`src/rtl/mfdp_pkg.sv`:
```
// mfdp_pkg: types, codes and a helper function for the multipart form-data parser
// used by every module of the parser; no dependencies
package mfdp_pkg;

    localparam int BOUNDARY_MAX = 56;

    localparam logic [1:0] KIND_LOAD = 2'd0;
    localparam logic [1:0] KIND_BYTE = 2'd1;
    localparam logic [1:0] KIND_END  = 2'd2;

    localparam logic [2:0] TAG_NAME   = 3'd0;
    localparam logic [2:0] TAG_VALUE  = 3'd1;
    localparam logic [2:0] TAG_LINE   = 3'd2;
    localparam logic [2:0] TAG_HDONE  = 3'd3;
    localparam logic [2:0] TAG_DATA   = 3'd4;
    localparam logic [2:0] TAG_PEND   = 3'd5;
    localparam logic [2:0] TAG_BEND   = 3'd6;
    localparam logic [2:0] TAG_STATUS = 3'd7;

    localparam logic [1:0] ST_OK   = 2'd0;
    localparam logic [1:0] ST_BAD  = 2'd1;
    localparam logic [1:0] ST_LIM  = 2'd2;

    localparam logic [2:0] MODE_BEGIN      = 3'd0;
    localparam logic [2:0] MODE_NAME_START = 3'd1;
    localparam logic [2:0] MODE_NAME       = 3'd2;
    localparam logic [2:0] MODE_NAME_GAP   = 3'd3;
    localparam logic [2:0] MODE_VALUE      = 3'd4;
    localparam logic [2:0] MODE_DATA       = 3'd5;
    localparam logic [2:0] MODE_STOP       = 3'd6;

    localparam logic [0:0] REG_BLEN  = 1'b0;
    localparam logic [0:0] REG_LIMIT = 1'b1;

    localparam logic [7:0] CH_CR    = 8'h0d;
    localparam logic [7:0] CH_LF    = 8'h0a;
    localparam logic [7:0] CH_DASH  = 8'h2d;
    localparam logic [7:0] CH_COLON = 8'h3a;
    localparam logic [7:0] CH_SP    = 8'h20;
    localparam logic [7:0] CH_TAB   = 8'h09;

    typedef struct packed {
        logic [1:0] kind;
        logic [7:0] byte_value;
        logic [5:0] boundary_index;
    } in_item_t;

    typedef struct packed {
        logic [2:0] tag;
        logic [7:0] out_byte;
        logic [1:0] status;
        logic       last;
    } out_item_t;

    // controller to datapath
    typedef struct packed {
        logic       store_wr;
        logic       fetch;      // read delimiter byte at fetch_pos
        logic [6:0] fetch_pos;
        logic       fetch_end;  // closing-delimiter pattern
    } mfdp_cmd_t;

    // datapath to controller
    typedef struct packed {
        logic [7:0] pat_byte;   // registered pattern byte
    } mfdp_sts_t;

    function automatic logic hdr_name_char(input logic [7:0] c);
        logic r;
        r = (c >= 8'd33) && (c <= 8'd126);
        case (c) inside
            8'h28, 8'h29, 8'h3c, 8'h3e, 8'h40, 8'h2c, 8'h3b, 8'h3a, 8'h5c, 8'h22,
            8'h2f, 8'h5b, 8'h5d, 8'h3d, 8'h7b, 8'h7d, 8'h3f: r = 1'b0;
            default: ;
        endcase
        return r;
    endfunction

endpackage

```
`src/rtl/mfdp_datapath.sv`:
```
// mfdp_datapath: boundary store and delimiter pattern byte generator
// depends on mfdp_pkg
module mfdp_datapath (
    input  logic                 aclk,
    input  logic [5:0]           blen,
    input  mfdp_pkg::mfdp_cmd_t  cmd,
    input  logic [7:0]           wr_byte,
    input  logic [5:0]           wr_index,
    output mfdp_pkg::mfdp_sts_t  sts
);

    logic [7:0] store_mem [mfdp_pkg::BOUNDARY_MAX];
    logic [7:0] rd_reg;
    logic [7:0] pat_reg;
    logic [7:0] pat_next;
    logic       use_rd_reg;
    logic [6:0] rel;
    logic [5:0] rd_addr;

    assign rel = cmd.fetch_pos - 7'd4;
    assign rd_addr = rel[5:0];

    always_comb begin
        use_rd_reg = 1'b0;
        pat_next = 8'h00;
        if (cmd.fetch_pos == 7'd0) begin
            pat_next = mfdp_pkg::CH_CR;
        end else if (cmd.fetch_pos == 7'd1) begin
            pat_next = mfdp_pkg::CH_LF;
        end else if (cmd.fetch_pos < 7'd4) begin
            pat_next = mfdp_pkg::CH_DASH;
        end else if (rel < {1'b0, blen}) begin
            use_rd_reg = 1'b1;
        end else if (!cmd.fetch_end) begin
            if (rel == {1'b0, blen}) pat_next = mfdp_pkg::CH_CR;
            else if (rel == {1'b0, blen} + 7'd1) pat_next = mfdp_pkg::CH_LF;
        end else begin
            if (rel < {1'b0, blen} + 7'd2) pat_next = mfdp_pkg::CH_DASH;
            else if (rel == {1'b0, blen} + 7'd2) pat_next = mfdp_pkg::CH_CR;
            else if (rel == {1'b0, blen} + 7'd3) pat_next = mfdp_pkg::CH_LF;
        end
    end

    logic use_reg;

    always_ff @(posedge aclk) begin
        if (cmd.store_wr && wr_index < 6'(mfdp_pkg::BOUNDARY_MAX))
            store_mem[wr_index] <= wr_byte;
        if (rd_addr < 6'(mfdp_pkg::BOUNDARY_MAX)) rd_reg <= store_mem[rd_addr];
        if (cmd.fetch) begin
            pat_reg <= pat_next;
            use_reg <= use_rd_reg;
        end
    end

    assign sts.pat_byte = use_reg ? rd_reg : pat_reg;

endmodule

```
`src/rtl/mfdp_ctrl.sv`:
```
// mfdp_ctrl: parse state machine, replay sequencer and result register
// depends on mfdp_pkg; drives mfdp_datapath through command signals
module mfdp_ctrl (
    input  logic                 aclk,
    input  logic                 aresetn,
    input  logic                 s_valid,
    output logic                 s_ready,
    input  mfdp_pkg::in_item_t   s_data,
    output logic                 m_valid,
    input  logic                 m_ready,
    output mfdp_pkg::out_item_t  m_data,
    input  logic [5:0]           blen,
    input  logic [31:0]          max_body_bytes,
    output mfdp_pkg::mfdp_cmd_t  cmd,
    input  mfdp_pkg::mfdp_sts_t  sts
);

    localparam logic [2:0] S_IDLE   = 3'd0;
    localparam logic [2:0] S_FETCH  = 3'd1;
    localparam logic [2:0] S_WAIT   = 3'd2;
    localparam logic [2:0] S_EVAL   = 3'd3;
    localparam logic [2:0] S_REPLAY = 3'd4;
    localparam logic [2:0] S_EMIT   = 3'd5;

    logic [2:0]  state_reg, state_next;
    logic [2:0]  mode_reg, mode_next;
    logic [6:0]  pos_reg, pos_next;
    logic        endsus_reg, endsus_next;
    logic        crp_reg, crp_next;
    logic [31:0] cnt_reg, cnt_next;
    logic [1:0]  stop_reg, stop_next;
    logic [1:0]  kind_reg, kind_next;
    logic [7:0]  c_reg, c_next;
    logic [6:0]  rp_reg, rp_next;
    // queued results after replay: up to two
    mfdp_pkg::out_item_t q0_reg, q0_next, q1_reg, q1_next;
    logic [1:0]  qn_reg, qn_next;
    logic        ov_reg, ov_next;
    mfdp_pkg::out_item_t o_reg, o_next;
    logic        lim_reg, lim_next;

    logic [6:0] seplen, endlen;
    logic       lim_now, lim_after;
    logic       out_free;

    assign seplen = {1'b0, blen} + 7'd6;
    assign endlen = {1'b0, blen} + 7'd8;
    assign lim_now = (max_body_bytes != 32'd0) && (cnt_reg >= max_body_bytes);
    assign lim_after = (max_body_bytes != 32'd0) && (cnt_reg + 32'd1 >= max_body_bytes);
    assign out_free = !ov_reg || m_ready;
    assign s_ready = (state_reg == S_IDLE) && out_free;
    assign m_valid = ov_reg;
    assign m_data = o_reg;

    function automatic mfdp_pkg::out_item_t mk(input logic [2:0] t, input logic [7:0] b,
                                               input logic [1:0] s, input logic l);
        mfdp_pkg::out_item_t r;
        r.tag = t;
        r.out_byte = b;
        r.status = s;
        r.last = l;
        return r;
    endfunction

    always_comb begin
        logic [7:0] c;
        logic       pm;
        logic [2:0] nq;
        mfdp_pkg::out_item_t r [3];
        c = c_reg;
        pm = (sts.pat_byte == c);
        nq = 3'd0;
        r[0] = mk(mfdp_pkg::TAG_STATUS, 8'h00, 2'd0, 1'b1);
        r[1] = r[0];
        r[2] = r[0];
        state_next = state_reg;
        mode_next = mode_reg;
        pos_next = pos_reg;
        endsus_next = endsus_reg;
        crp_next = crp_reg;
        cnt_next = cnt_reg;
        stop_next = stop_reg;
        kind_next = kind_reg;
        c_next = c_reg;
        rp_next = rp_reg;
        q0_next = q0_reg;
        q1_next = q1_reg;
        qn_next = qn_reg;
        lim_next = lim_reg;
        ov_next = ov_reg && !m_ready;
        o_next = o_reg;
        cmd.store_wr = 1'b0;
        cmd.fetch = 1'b0;
        cmd.fetch_pos = pos_reg;
        cmd.fetch_end = endsus_reg;

        unique case (state_reg)
            S_IDLE: begin
                if (s_valid && s_ready) begin
                    kind_next = s_data.kind;
                    c_next = s_data.byte_value;
                    unique case (s_data.kind) inside
                        mfdp_pkg::KIND_LOAD: cmd.store_wr = 1'b1;
                        mfdp_pkg::KIND_BYTE, mfdp_pkg::KIND_END: begin
                            if (mode_reg == mfdp_pkg::MODE_STOP) begin
                                ov_next = 1'b1;
                                o_next = mk(mfdp_pkg::TAG_STATUS, 8'h00, stop_reg, 1'b1);
                            end else if (lim_now) begin
                                mode_next = mfdp_pkg::MODE_STOP;
                                stop_next = mfdp_pkg::ST_LIM;
                                ov_next = 1'b1;
                                o_next = mk(mfdp_pkg::TAG_STATUS, 8'h00,
                                            mfdp_pkg::ST_LIM, 1'b1);
                            end else begin
                                state_next = S_FETCH;
                            end
                        end
                        default: ;
                    endcase
                end
            end
            S_FETCH: begin
                cmd.fetch = 1'b1;
                state_next = S_WAIT;
            end
            S_WAIT: state_next = S_EVAL;
            S_EVAL: begin
                if (kind_reg == mfdp_pkg::KIND_END) begin
                    mode_next = mfdp_pkg::MODE_STOP;
                    if (mode_reg == mfdp_pkg::MODE_DATA && endsus_reg &&
                        pos_reg == seplen) begin
                        stop_next = mfdp_pkg::ST_OK;
                        r[0] = mk(mfdp_pkg::TAG_PEND, 8'h00, 2'd0, 1'b0);
                        r[1] = mk(mfdp_pkg::TAG_BEND, 8'h00, 2'd0, 1'b1);
                        nq = 3'd2;
                    end else begin
                        stop_next = mfdp_pkg::ST_BAD;
                        nq = 3'd1;
                        r[0] = mk(mfdp_pkg::TAG_STATUS, 8'h00, mfdp_pkg::ST_BAD, 1'b1);
                    end
                    lim_next = 1'b0;
                end else begin
                    logic replay;
                    replay = 1'b0;
                    lim_next = lim_after;
                    cnt_next = cnt_reg + 32'd1;
                    unique case (mode_reg)
                        mfdp_pkg::MODE_BEGIN: begin
                            if (!pm) pos_next = 7'd0;
                            else begin
                                pos_next = pos_reg + 7'd1;
                                if (pos_reg + 7'd1 == seplen)
                                    mode_next = mfdp_pkg::MODE_NAME_START;
                            end
                        end
                        mfdp_pkg::MODE_NAME_START: begin
                            if (crp_reg) begin
                                if (c != mfdp_pkg::CH_LF) begin
                                    mode_next = mfdp_pkg::MODE_STOP;
                                    stop_next = mfdp_pkg::ST_BAD;
                                    r[0] = mk(mfdp_pkg::TAG_STATUS, 8'h00,
                                              mfdp_pkg::ST_BAD, 1'b0);
                                    nq = 3'd1;
                                end else begin
                                    crp_next = 1'b0;
                                    pos_next = 7'd0;
                                    mode_next = mfdp_pkg::MODE_DATA;
                                    r[0] = mk(mfdp_pkg::TAG_HDONE, 8'h00, 2'd0, 1'b0);
                                    nq = 3'd1;
                                end
                            end else if (c == mfdp_pkg::CH_CR) begin
                                crp_next = 1'b1;
                            end else if (mfdp_pkg::hdr_name_char(c)) begin
                                r[0] = mk(mfdp_pkg::TAG_NAME, c, 2'd0, 1'b0);
                                nq = 3'd1;
                                mode_next = mfdp_pkg::MODE_NAME;
                            end else begin
                                mode_next = mfdp_pkg::MODE_STOP;
                                stop_next = mfdp_pkg::ST_BAD;
                                r[0] = mk(mfdp_pkg::TAG_STATUS, 8'h00, mfdp_pkg::ST_BAD, 1'b0);
                                nq = 3'd1;
                            end
                        end
                        mfdp_pkg::MODE_NAME: begin
                            if (c == mfdp_pkg::CH_COLON) mode_next = mfdp_pkg::MODE_VALUE;
                            else if (c == mfdp_pkg::CH_SP || c == mfdp_pkg::CH_TAB)
                                mode_next = mfdp_pkg::MODE_NAME_GAP;
                            else if (mfdp_pkg::hdr_name_char(c)) begin
                                r[0] = mk(mfdp_pkg::TAG_NAME, c, 2'd0, 1'b0);
                                nq = 3'd1;
                            end else begin
                                mode_next = mfdp_pkg::MODE_STOP;
                                stop_next = mfdp_pkg::ST_BAD;
                                r[0] = mk(mfdp_pkg::TAG_STATUS, 8'h00, mfdp_pkg::ST_BAD, 1'b0);
                                nq = 3'd1;
                            end
                        end
                        mfdp_pkg::MODE_NAME_GAP: begin
                            if (c == mfdp_pkg::CH_COLON) mode_next = mfdp_pkg::MODE_VALUE;
                            else if (c != mfdp_pkg::CH_SP && c != mfdp_pkg::CH_TAB) begin
                                mode_next = mfdp_pkg::MODE_STOP;
                                stop_next = mfdp_pkg::ST_BAD;
                                r[0] = mk(mfdp_pkg::TAG_STATUS, 8'h00, mfdp_pkg::ST_BAD, 1'b0);
                                nq = 3'd1;
                            end
                        end
                        mfdp_pkg::MODE_VALUE: begin
                            if (crp_reg) begin
                                crp_next = 1'b0;
                                if (c == mfdp_pkg::CH_LF) begin
                                    r[0] = mk(mfdp_pkg::TAG_LINE, 8'h00, 2'd0, 1'b0);
                                    nq = 3'd1;
                                    mode_next = mfdp_pkg::MODE_NAME_START;
                                end else begin
                                    r[0] = mk(mfdp_pkg::TAG_VALUE, mfdp_pkg::CH_CR, 2'd0, 1'b0);
                                    r[1] = mk(mfdp_pkg::TAG_VALUE, c, 2'd0, 1'b0);
                                    nq = 3'd2;
                                end
                            end else if (c == mfdp_pkg::CH_CR) begin
                                crp_next = 1'b1;
                            end else begin
                                r[0] = mk(mfdp_pkg::TAG_VALUE, c, 2'd0, 1'b0);
                                nq = 3'd1;
                            end
                        end
                        mfdp_pkg::MODE_DATA: begin
                            if (endsus_reg) begin
                                if (!pm) replay = 1'b1;
                                else begin
                                    pos_next = pos_reg + 7'd1;
                                    if (pos_reg + 7'd1 == endlen) begin
                                        r[0] = mk(mfdp_pkg::TAG_PEND, 8'h00, 2'd0, 1'b0);
                                        r[1] = mk(mfdp_pkg::TAG_BEND, 8'h00, 2'd0, 1'b0);
                                        nq = 3'd2;
                                        mode_next = mfdp_pkg::MODE_STOP;
                                        stop_next = mfdp_pkg::ST_OK;
                                    end
                                end
                            end else if (pm) begin
                                pos_next = pos_reg + 7'd1;
                                if (pos_reg + 7'd1 == seplen) begin
                                    r[0] = mk(mfdp_pkg::TAG_PEND, 8'h00, 2'd0, 1'b0);
                                    nq = 3'd1;
                                    mode_next = mfdp_pkg::MODE_NAME_START;
                                end
                            end else if (pos_reg == seplen - 7'd2 && c == mfdp_pkg::CH_DASH) begin
                                endsus_next = 1'b1;
                                pos_next = pos_reg + 7'd1;
                            end else begin
                                replay = 1'b1;
                            end
                        end
                        default: ;
                    endcase
                    if (replay) begin
                        if (c != mfdp_pkg::CH_CR) begin
                            r[0] = mk(mfdp_pkg::TAG_DATA, c, 2'd0, 1'b0);
                            nq = 3'd1;
                        end
                    end
                    if (lim_after) begin
                        mode_next = mfdp_pkg::MODE_STOP;
                        stop_next = mfdp_pkg::ST_LIM;
                        if (nq == 3'd0 && !(replay && pos_reg != 7'd0)) begin
                            r[0] = mk(mfdp_pkg::TAG_STATUS, 8'h00, mfdp_pkg::ST_LIM, 1'b0);
                            nq = 3'd1;
                        end
                    end
                    if (replay && pos_reg != 7'd0) begin
                        rp_next = 7'd0;
                        state_next = S_REPLAY;
                    end
                end
                q0_next = r[0];
                q1_next = r[1];
                qn_next = nq[1:0];
                if (state_next != S_REPLAY) state_next = S_EMIT;
            end
            S_REPLAY: begin
                // delimiter bytes are fetched one at a time and sent as data while the result register is free
                cmd.fetch_pos = rp_reg;
                if (!ov_reg || m_ready) begin
                    if (crp_reg) begin
                        ov_next = 1'b1;
                        o_next = mk(mfdp_pkg::TAG_DATA, sts.pat_byte, 2'd0, 1'b0);
                        crp_next = 1'b0;
                        rp_next = rp_reg + 7'd1;
                        if (rp_reg + 7'd1 == pos_reg) begin
                            if (qn_reg == 2'd0 && lim_reg) begin
                                o_next.status = mfdp_pkg::ST_LIM;
                                o_next.last = 1'b1;
                            end else if (qn_reg == 2'd0) begin
                                o_next.last = 1'b1;
                            end
                            pos_next = (c == mfdp_pkg::CH_CR) ? 7'd1 : 7'd0;
                            endsus_next = 1'b0;
                            state_next = S_EMIT;
                        end
                    end else begin
                        cmd.fetch = 1'b1;
                        crp_next = 1'b1;
                    end
                end
            end
            S_EMIT: begin
                if (qn_reg == 2'd0) state_next = S_IDLE;
                else if (!ov_reg || m_ready) begin
                    ov_next = 1'b1;
                    o_next = q0_reg;
                    if (qn_reg == 2'd1) begin
                        o_next.last = 1'b1;
                        if (lim_reg) begin
                            o_next.status = mfdp_pkg::ST_LIM;
                            if (q0_reg.tag == mfdp_pkg::TAG_BEND)
                                o_next.tag = mfdp_pkg::TAG_STATUS;
                        end
                    end
                    q0_next = q1_reg;
                    qn_next = qn_reg - 2'd1;
                end
            end
            default: state_next = S_IDLE;
        endcase
    end

    always_ff @(posedge aclk) begin
        if (!aresetn) begin
            state_reg <= S_IDLE;
            mode_reg <= mfdp_pkg::MODE_BEGIN;
            pos_reg <= 7'd2;
            endsus_reg <= 1'b0;
            crp_reg <= 1'b0;
            cnt_reg <= 32'd0;
            stop_reg <= mfdp_pkg::ST_OK;
            ov_reg <= 1'b0;
            qn_reg <= 2'd0;
            lim_reg <= 1'b0;
        end else begin
            state_reg <= state_next;
            mode_reg <= mode_next;
            pos_reg <= pos_next;
            endsus_reg <= endsus_next;
            crp_reg <= crp_next;
            cnt_reg <= cnt_next;
            stop_reg <= stop_next;
            ov_reg <= ov_next;
            qn_reg <= qn_next;
            lim_reg <= lim_next;
        end
        kind_reg <= kind_next;
        c_reg <= c_next;
        rp_reg <= rp_next;
        q0_reg <= q0_next;
        q1_reg <= q1_next;
        o_reg <= o_next;
    end

endmodule

```
`src/rtl/multipart_form_data_parser_core.sv`:
```
// multipart_form_data_parser_core: top level of the multipart form-data parser
// depends on mfdp_pkg, mfdp_ctrl and mfdp_datapath
//
//  channel   ports                   direction  payload
//  input     s_valid/s_ready/s_data  in         mfdp_pkg::in_item_t
//  result    m_valid/m_ready/m_data  out        mfdp_pkg::out_item_t
//  config    cfg_wr/cfg_index/cfg_data  in      32-bit register data
//
// a body byte passes the fetch, wait and eval states, then emits its results; a broken
// delimiter match replays its bytes as data
// aresetn is synchronous and clears all control state
// the boundary store is not cleared; a stalled result register holds the sequencer
module multipart_form_data_parser_core (
    input  logic                 aclk,
    input  logic                 aresetn,
    input  logic                 s_valid,
    output logic                 s_ready,
    input  mfdp_pkg::in_item_t   s_data,
    output logic                 m_valid,
    input  logic                 m_ready,
    output mfdp_pkg::out_item_t  m_data,
    input  logic                 cfg_wr,
    input  logic [0:0]           cfg_index,
    input  logic [31:0]          cfg_data
);

    logic [5:0]  blen_reg;
    logic [31:0] limit_reg;
    logic [5:0]  blen_eff;
    mfdp_pkg::mfdp_cmd_t cmd;
    mfdp_pkg::mfdp_sts_t sts;

    always_ff @(posedge aclk) begin
        if (!aresetn) begin
            blen_reg <= 6'd1;
            limit_reg <= 32'd0;
        end else if (cfg_wr) begin
            unique case (cfg_index)
                mfdp_pkg::REG_BLEN:  blen_reg <= cfg_data[5:0];
                mfdp_pkg::REG_LIMIT: limit_reg <= cfg_data;
                default: ;
            endcase
        end
    end

    assign blen_eff = (blen_reg > 6'(mfdp_pkg::BOUNDARY_MAX)) ?
                      6'(mfdp_pkg::BOUNDARY_MAX) : blen_reg;

    mfdp_ctrl u_ctrl (
        .aclk, .aresetn, .s_valid, .s_ready, .s_data, .m_valid, .m_ready, .m_data,
        .blen(blen_eff), .max_body_bytes(limit_reg), .cmd, .sts
    );

    mfdp_datapath u_dp (
        .aclk, .blen(blen_eff), .cmd, .wr_byte(s_data.byte_value),
        .wr_index(s_data.boundary_index), .sts
    );

endmodule

```
`config.mk`:
```
export PLATFORM = sky130hd
export DESIGN_NAME = multipart_form_data_parser_core
export DESIGN_NICKNAME = d
export VERILOG_FILES = /design/src/rtl/mfdp_pkg.sv /design/src/rtl/mfdp_datapath.sv /design/src/rtl/mfdp_ctrl.sv /design/src/rtl/multipart_form_data_parser_core.sv
export SDC_FILE = /design/constraint.sdc
export NUM_CORES = 1
export LEC_CHECK = 0
export BUFFER_PORTS_ARGS = -buffer_cell sky130_fd_sc_hd__buf_2
export CORE_MARGIN = 10
export CORE_UTILIZATION = 65
export DETAILED_ROUTE_END_ITERATION = 16
export GPL_TIMING_DRIVEN = 0
export PLACE_DENSITY = 0.89
export SLEW_MARGIN = 25
export SYNTH_ARGS = -nofsm -noshare
export SYNTH_HDL_FRONTEND = slang
export SYNTH_SLANG_ARGS = --single-unit
```
`constraint.sdc`:
```
create_clock -name aclk -period 11.9 [get_ports aclk]
set_input_delay 1.19 -clock aclk [delete_from_list [all_inputs] [get_ports aclk]]
set_output_delay 1.19 -clock aclk [all_outputs]
set_load 0.02 [all_outputs]
```
=== After elaboration in Yosys (flattened, before gate mapping) ===
Memories as Yosys holds them, arrays and structs flattened. A register that Yosys moved wholly into a read port is not among the register bits.
Cells that the tools add are included.

* Bits in registers: 159
* Memory bits (writable): 448
* Bits of input ports: 54
* Output and inout bits: 16
* Memories: 1

{| class="wikitable"
|+ Memory list
! memory !! depth !! width !! rd ports !! clocked after Yosys merged registers in !! wr ports !! RTL line !! RTL
|-
| u_dp.store_mem || 56 || 8 || 1 || 1 || 1 || mfdp_datapath.sv:12 || <nowiki>logic [7:0] store_mem [mfdp_pkg::BOUNDARY_MAX];</nowiki>
|}

* $add $sub $neg: 11
* Magnitude comparators: 10
* Equality and inequality tests: 94
* Multiplexer cells: 219
* Bitwise logic cells: 2
* Reduce and logical (&&, ||, !) cells: 49

{| class="wikitable"
|+ Operator list
! cell !! count
|-
| two-way mux 14 bit || 29
|-
| two-way mux 3 bit || 50
|-
| two-way mux 7 bit || 16
|-
| equality test 8 x 6 -> 1 bit (second input constant) || 13
|-
| two-way mux 28 bit || 3
|-
| case mux 14 bit (5 select lines) || 1
|-
| greater-or-equal comparator 32 bit || 2
|-
| two-way mux 2 bit || 30
|-
| two-way mux 1 bit || 57
|-
| equality test 7 bit || 8
|-
| case mux 14 bit (2 select lines) || 2
|-
| equality test 8 x 7 -> 1 bit (second input constant) || 6
|-
| case mux 14 bit (3 select lines) || 1
|-
| two-way mux 8 bit || 5
|-
| two-way mux 13 bit || 3
|-
| case mux 3 bit (6 select lines) || 2
|-
| adder 32 x 1 -> 32 bit (second input constant) || 1
|-
| nonzero test 32 bit || 1
|-
| case mux 7 bit (2 select lines) || 2
|-
| two-way mux 27 bit || 1
|-
| != test 5 x 2 -> 1 bit (second input constant) || 5
|-
| != test 5 x 3 -> 1 bit (second input constant) || 5
|-
| equality test 8 x 4 -> 1 bit (second input constant) || 3
|-
| != test 8 x 4 -> 1 bit (second input constant) || 3
|-
| other kinds (69) || 136
|}

=== Longest topological paths before layout ===
* Depth in word-level cells: 21
* Depth in mapped cells: 18
* Depth with buffers taken out: 17

=== By module ===
Synthesis repeated with hierarchy kept, for this count alone.

* Cell total of the unflattened synthesis: 2144
* Area total of the unflattened synthesis: 28855.2 µm²

{| class="wikitable"
|+ Modules (own cells, without submodules)
! module !! instances !! cells each !! area an instance (µm²) !! seq. area each (µm²)
|-
| mfdp_datapath || 1 || 939 || 18590.3 || 13843.3
|-
| mfdp_ctrl || 1 || 1030 || 8754.6 || 2742.6
|-
| multipart_form_data_parser_core || 1 || 175 || 1510.2 || 760.7
|}

=== Worst setup path before layout ===
No wires, ideal clock.

* Path kind: register to register
* Start: reg u_ctrl.state_reg[0]
* End: reg u_dp.pat_reg[5] (data pin)
* Library setup time: 0.255 ns
* Arrival time: 4.267 ns
* Data required time: 11.645 ns
* Setup slack: 7.378 ns
* Cell stages (with the launch flop): 18
* Buffers on the path: 6
* Period minus slack after synthesis: 4.522 ns
* Cells stage by stage: dfxtp_1 -> buf_2 -> or3b_1 -> buf_4 -> mux2i_2 -> buf_2 -> clkbuf_1 -> ha_1 -> clkbuf_1 -> clkbuf_1 -> clkinv_1 -> ha_1 -> o21a_1 -> o21ai_0 -> nand2b_1 -> a211oi_1 -> o32ai_1 -> and2_1

* Longest elaborated chain between the ends: 8
* Elaborated cells between the ends (all ways): 13
* Classes of those cells: add/sub (1); order compare (3); eq/ne (2); mux (5); reduce/logical (2)

{| class="wikitable"
|+ Ends and longest elaborated chain
! item !! RTL line !! RTL
|-
| start: declaration || mfdp_ctrl.sv:25 || <nowiki>logic [2:0] state_reg, state_next;</nowiki>
|-
| start signal: assignment || mfdp_ctrl.sv:339 || <nowiki>state_reg <= state_next;</nowiki>
|-
| equality test 3 bit (*) || mfdp_ctrl.sv:97 || <nowiki>unique case (state_reg)</nowiki>
|-
| two-way mux 7 bit (*) || mfdp_ctrl.sv:97 ||
|-
| subtractor 7 x 3 -> 7 bit || mfdp_datapath.sv:20 || <nowiki>assign rel = cmd.fetch_pos - 7'd4;</nowiki>
|-
| < comparator 7 bit || mfdp_datapath.sv:38 || <nowiki>if (rel < {1'b0, blen} + 7'd2) pat_next = mfdp_pkg::CH_DASH;</nowiki>
|-
| two-way mux 8 bit || mfdp_datapath.sv:38 ||
|-
| two-way mux 8 bit || mfdp_datapath.sv:34 || <nowiki>end else if (!cmd.fetch_end) begin</nowiki>
|-
| two-way mux 6 bit || mfdp_datapath.sv:32 || <nowiki>end else if (rel < {1'b0, blen}) begin</nowiki>
|-
| two-way mux 6 bit || mfdp_datapath.sv:30 || <nowiki>end else if (cmd.fetch_pos < 7'd4) begin</nowiki>
|-
| end signal: assignment || mfdp_datapath.sv:51 || <nowiki>pat_reg <= pat_next;</nowiki>
|-
| end: declaration || mfdp_datapath.sv:14 || <nowiki>logic [7:0] pat_reg;</nowiki>
|}

Mark *: on every way between the ends. The rest lies on a longest branch, timed or not.
A chain may end at the register's enable or synchronous reset.

=== Final worst setup path ===
* Start: reg u_ctrl.state_reg[2]
* End: reg u_dp.pat_reg[5] (data pin)

Same word-level chain as after synthesis.

==> run metrics <==
post-synthesis register bit count 608; first-pass GRT wire length 126000 µm; fin cells about 3500; total grt overflow 0; max frequency 158 MHz; cts bufs inserted 59; dpl hpwl 55400 µm; Async SR Flop Fraction 0%; Post-synth EDFFs ~520; DIE AREA 54200 µm²; most used cell, CP clkbuf_1; cells after synthesis 2698; placed insts 3356; CP max stage cell a211oi_1; Hold Violations, Final 0; diode count 0; DP Area 30600 µm²; Slew HR a little under 30%; Initial DRT Pass Iterations 6; CP Capture Type flop; Initial Utilization approximately two thirds; final wirelength 82500 µm; # DRC 0; Cell Chain, Critical Path or3b_1 > buf_4 > mux2i_2 > buf_2 > clkbuf_1 > ha_1 > clkbuf_1 > clkbuf_1 > clkinv_1 > ha_1 > o21a_1 > o21ai_0 > nand2b_1 > a211oi_1 > o32ai_1 > and2_1; Clock transition at path regs 0.07 ns; CTS tree built; routability cong. ~0.96; # rows a little under 80; max-slew violation count 0; Post-Syn Area between 20000 and 30000 µm²; Core ar. 44500 µm²; WS Path Type flop to flop; critical path's top delay family buffers and inverters; via count of the routed design about 23000; fin nets 2969; post-synthesis sequential area ratio 58.9%; PwrDens 162 nW/µm²; hold_buf cts 0; RSZ-0062 raised after global routing no; Root Driver clkbuf_16; number of cells on the critical path 16; Clock Sink Count 608; CP Max Fanout 13; max-cap viol count 0; # IOs 70; wire per inst 23.8 µm; Clk Latency, worst-skew pair 0.65 ns; gr usage total 29.8%; chip width 233 µm; initial antenna violation count 0; routed vias/inst approximately 6.6; Final min period 6.34 ns; status complete, no violations; Syn-to-layout area delta 10.3%; Max H-tree Level 2; Synth cell types 85; worst path arrival time slightly below 7 ns; Synth Flop Type edfxtp_1; max reg flops 448; Layout fillers 2900; worst-margin pin slew around 1.1 ns; fin crit share 53.2%; largest net degree at the start of global routing 58; fin area around 32000 µm²; Critical Path RT 12.29 ns; Slowest Stage Delay on Critical Path 0.61 ns; post-CTS setup buffers 0; Setup violations, final 0; crit start category flop; Setup TNS 0 ns; vias in the first global route 22600; layout cells sized above 1 8.77%; Hold Crit Class flop to flop; antenna viol nets, final 0; count of buffers from port buffering 65; Leak Pwr between 10 and 15 nW; drt first-iter violations between 3000 and 4000; clock skew ~0.026 ns; Mapped Nets 2842; r2r worst-path depth 16; Synth Warn # 0; CTS max path bufs 3; WHS Path Cells 2; post-cts resize count 0; Syn Area/Cell ~11 µm²; crit path buf inv count 6; Max VDD drop about 170 µV; Die Y 233 µm
-- routing by layer --
metal	track usage, %	routed length [µm]
met5	0	0
met4	14.9	4280
met3	5.34	8700
met2	49.9	39600
met1	36.8	29900
-- path summary, 6_finish.rpt --
check                            from                  to  slack [ns]
hold / removal     u_ctrl.stop_reg[1]  u_ctrl.stop_reg[1]        0.48
hold reg to reg    u_ctrl.stop_reg[1]  u_ctrl.stop_reg[1]        0.48
setup / recovery  u_ctrl.state_reg[2]     u_dp.pat_reg[5]        5.56
setup reg to reg  u_ctrl.state_reg[2]     u_dp.pat_reg[5]        5.56
-- per-stage QoR --
| step | total power, mW | hold WS [ns] | utilization [%] | setup slack [ns] |
|---|---|---|---|---|
| after floorplan | 3.07 | 0.439 | - | 7.38 |
| after global placement | 3.37 | 0.449 | 68.6 | 5.88 |
| after detailed placement | 3.41 | 0.468 | 68.7 | 5.77 |
| after CTS | 5.23 | 0.477 | 73.0 | 5.74 |
| after global routing | 5.43 | 0.504 | 73.0 | 5.21 |
| final | 5.27 | 0.477 | 73.0 | 5.56 |
-- cells in the final DEF, fill, tap and decap left out, types with 11 or more instances in the layout --
cell type	instances
nand2_1	615
edfxtp_1	517
clkbuf_16	59
dfxtp_1	91
o21a_1	12
and4_1	14
buf_4	13
a311oi_1	25
buf_1	13
buf_2	102
nand3_1	97
nand2b_1	13
mux4_2	16
inv_1	57
a311o_1	24
clkbuf_1	103
ha_1	90
mux2i_1	25
nor3_1	28
a21oi_1	118
nor2b_1	13
or3_1	18
o22ai_1	14
a31oi_1	73
nor4_1	17
xor2_1	46
nand4_1	23
and2_1	22
and3_1	103
xnor2_1	67
nor2_1	170
clkinv_2	11
o21ai_0	62
clkinv_1	16
-- cell families after synthesis --
logic type | share of synthesized area, %
other | 0.0127
and+or+nand+nor | 18.2
xor gates and xnor gates | 3.87
adders and majority gates | 3.82
DFF | 58.9
buffers and inverters | 3.31
AOI/OAI and AO/OA | 9.79
muxes | 2.17
-- worst reg2reg max path: stages, from the launching register on --
cell and delay, ns:
dfxtp_1 0.49, or3b_1 0.39, buf_4 0.20, mux2i_2 0.53
buf_2 0.37, clkbuf_1 0.57, ha_1 0.25, clkbuf_1 0.52
clkbuf_1 0.50, clkinv_1 0.53, ha_1 0.46, o21a_1 0.11
o21ai_0 0.13, nand2b_1 0.08, a211oi_1 0.61, o32ai_1 0.17
and2_1 0.21
-- synthesized netlist by cell type, types with 18 or more instances --
| master | number | area share [%] |
|---|---|---|
| o21ai_0 | 62 | 1.1 |
| buf_2 | 45 | 0.76 |
| clkbuf_1 | 92 | 1.2 |
| inv_1 | 57 | 0.73 |
| nand2_1 | 615 | 7.8 |
| edfxtp_1 | 517 | 53 |
| xnor2_1 | 67 | 2.0 |
| dfxtp_1 | 91 | 6.2 |
| and2_1 | 22 | 0.47 |
| xor2_1 | 46 | 1.4 |
| a21oi_1 | 118 | 2.0 |
| nand3_1 | 97 | 1.6 |
| mux2i_1 | 25 | 0.85 |
| a311oi_1 | 25 | 0.74 |
| nand4_1 | 23 | 0.49 |
| a31oi_1 | 73 | 1.6 |
| ha_1 | 90 | 3.8 |
| nor3_1 | 29 | 0.49 |
| nor2_1 | 170 | 2.2 |
| or3_1 | 18 | 0.38 |
| a311o_1 | 24 | 0.82 |
| and3_1 | 103 | 2.2 |
-- power by group --
part           total (mW)  internal [mW]  switching [mW]
clock network        1.86           1.04           0.821
registers            2.39           2.37          0.0258
logic                1.02          0.331           0.686
total                5.27           3.74            1.53
-- area by class of cell --
cell class                 count  area (µm²)  share of cell area [%]
clock inverter                38         385                    1.19
buffer                       161         728                    2.24
clock buffer                  72        1550                    4.76
tap                          592         741                    2.28
multi-input combinational   1863       11100                    34.3
sequential                   608       17300                    53.4
timing repair buffer          66         353                    1.09
inverter                      66         248                   0.762
Note: power is estimated with default switching activity, not from simulation.
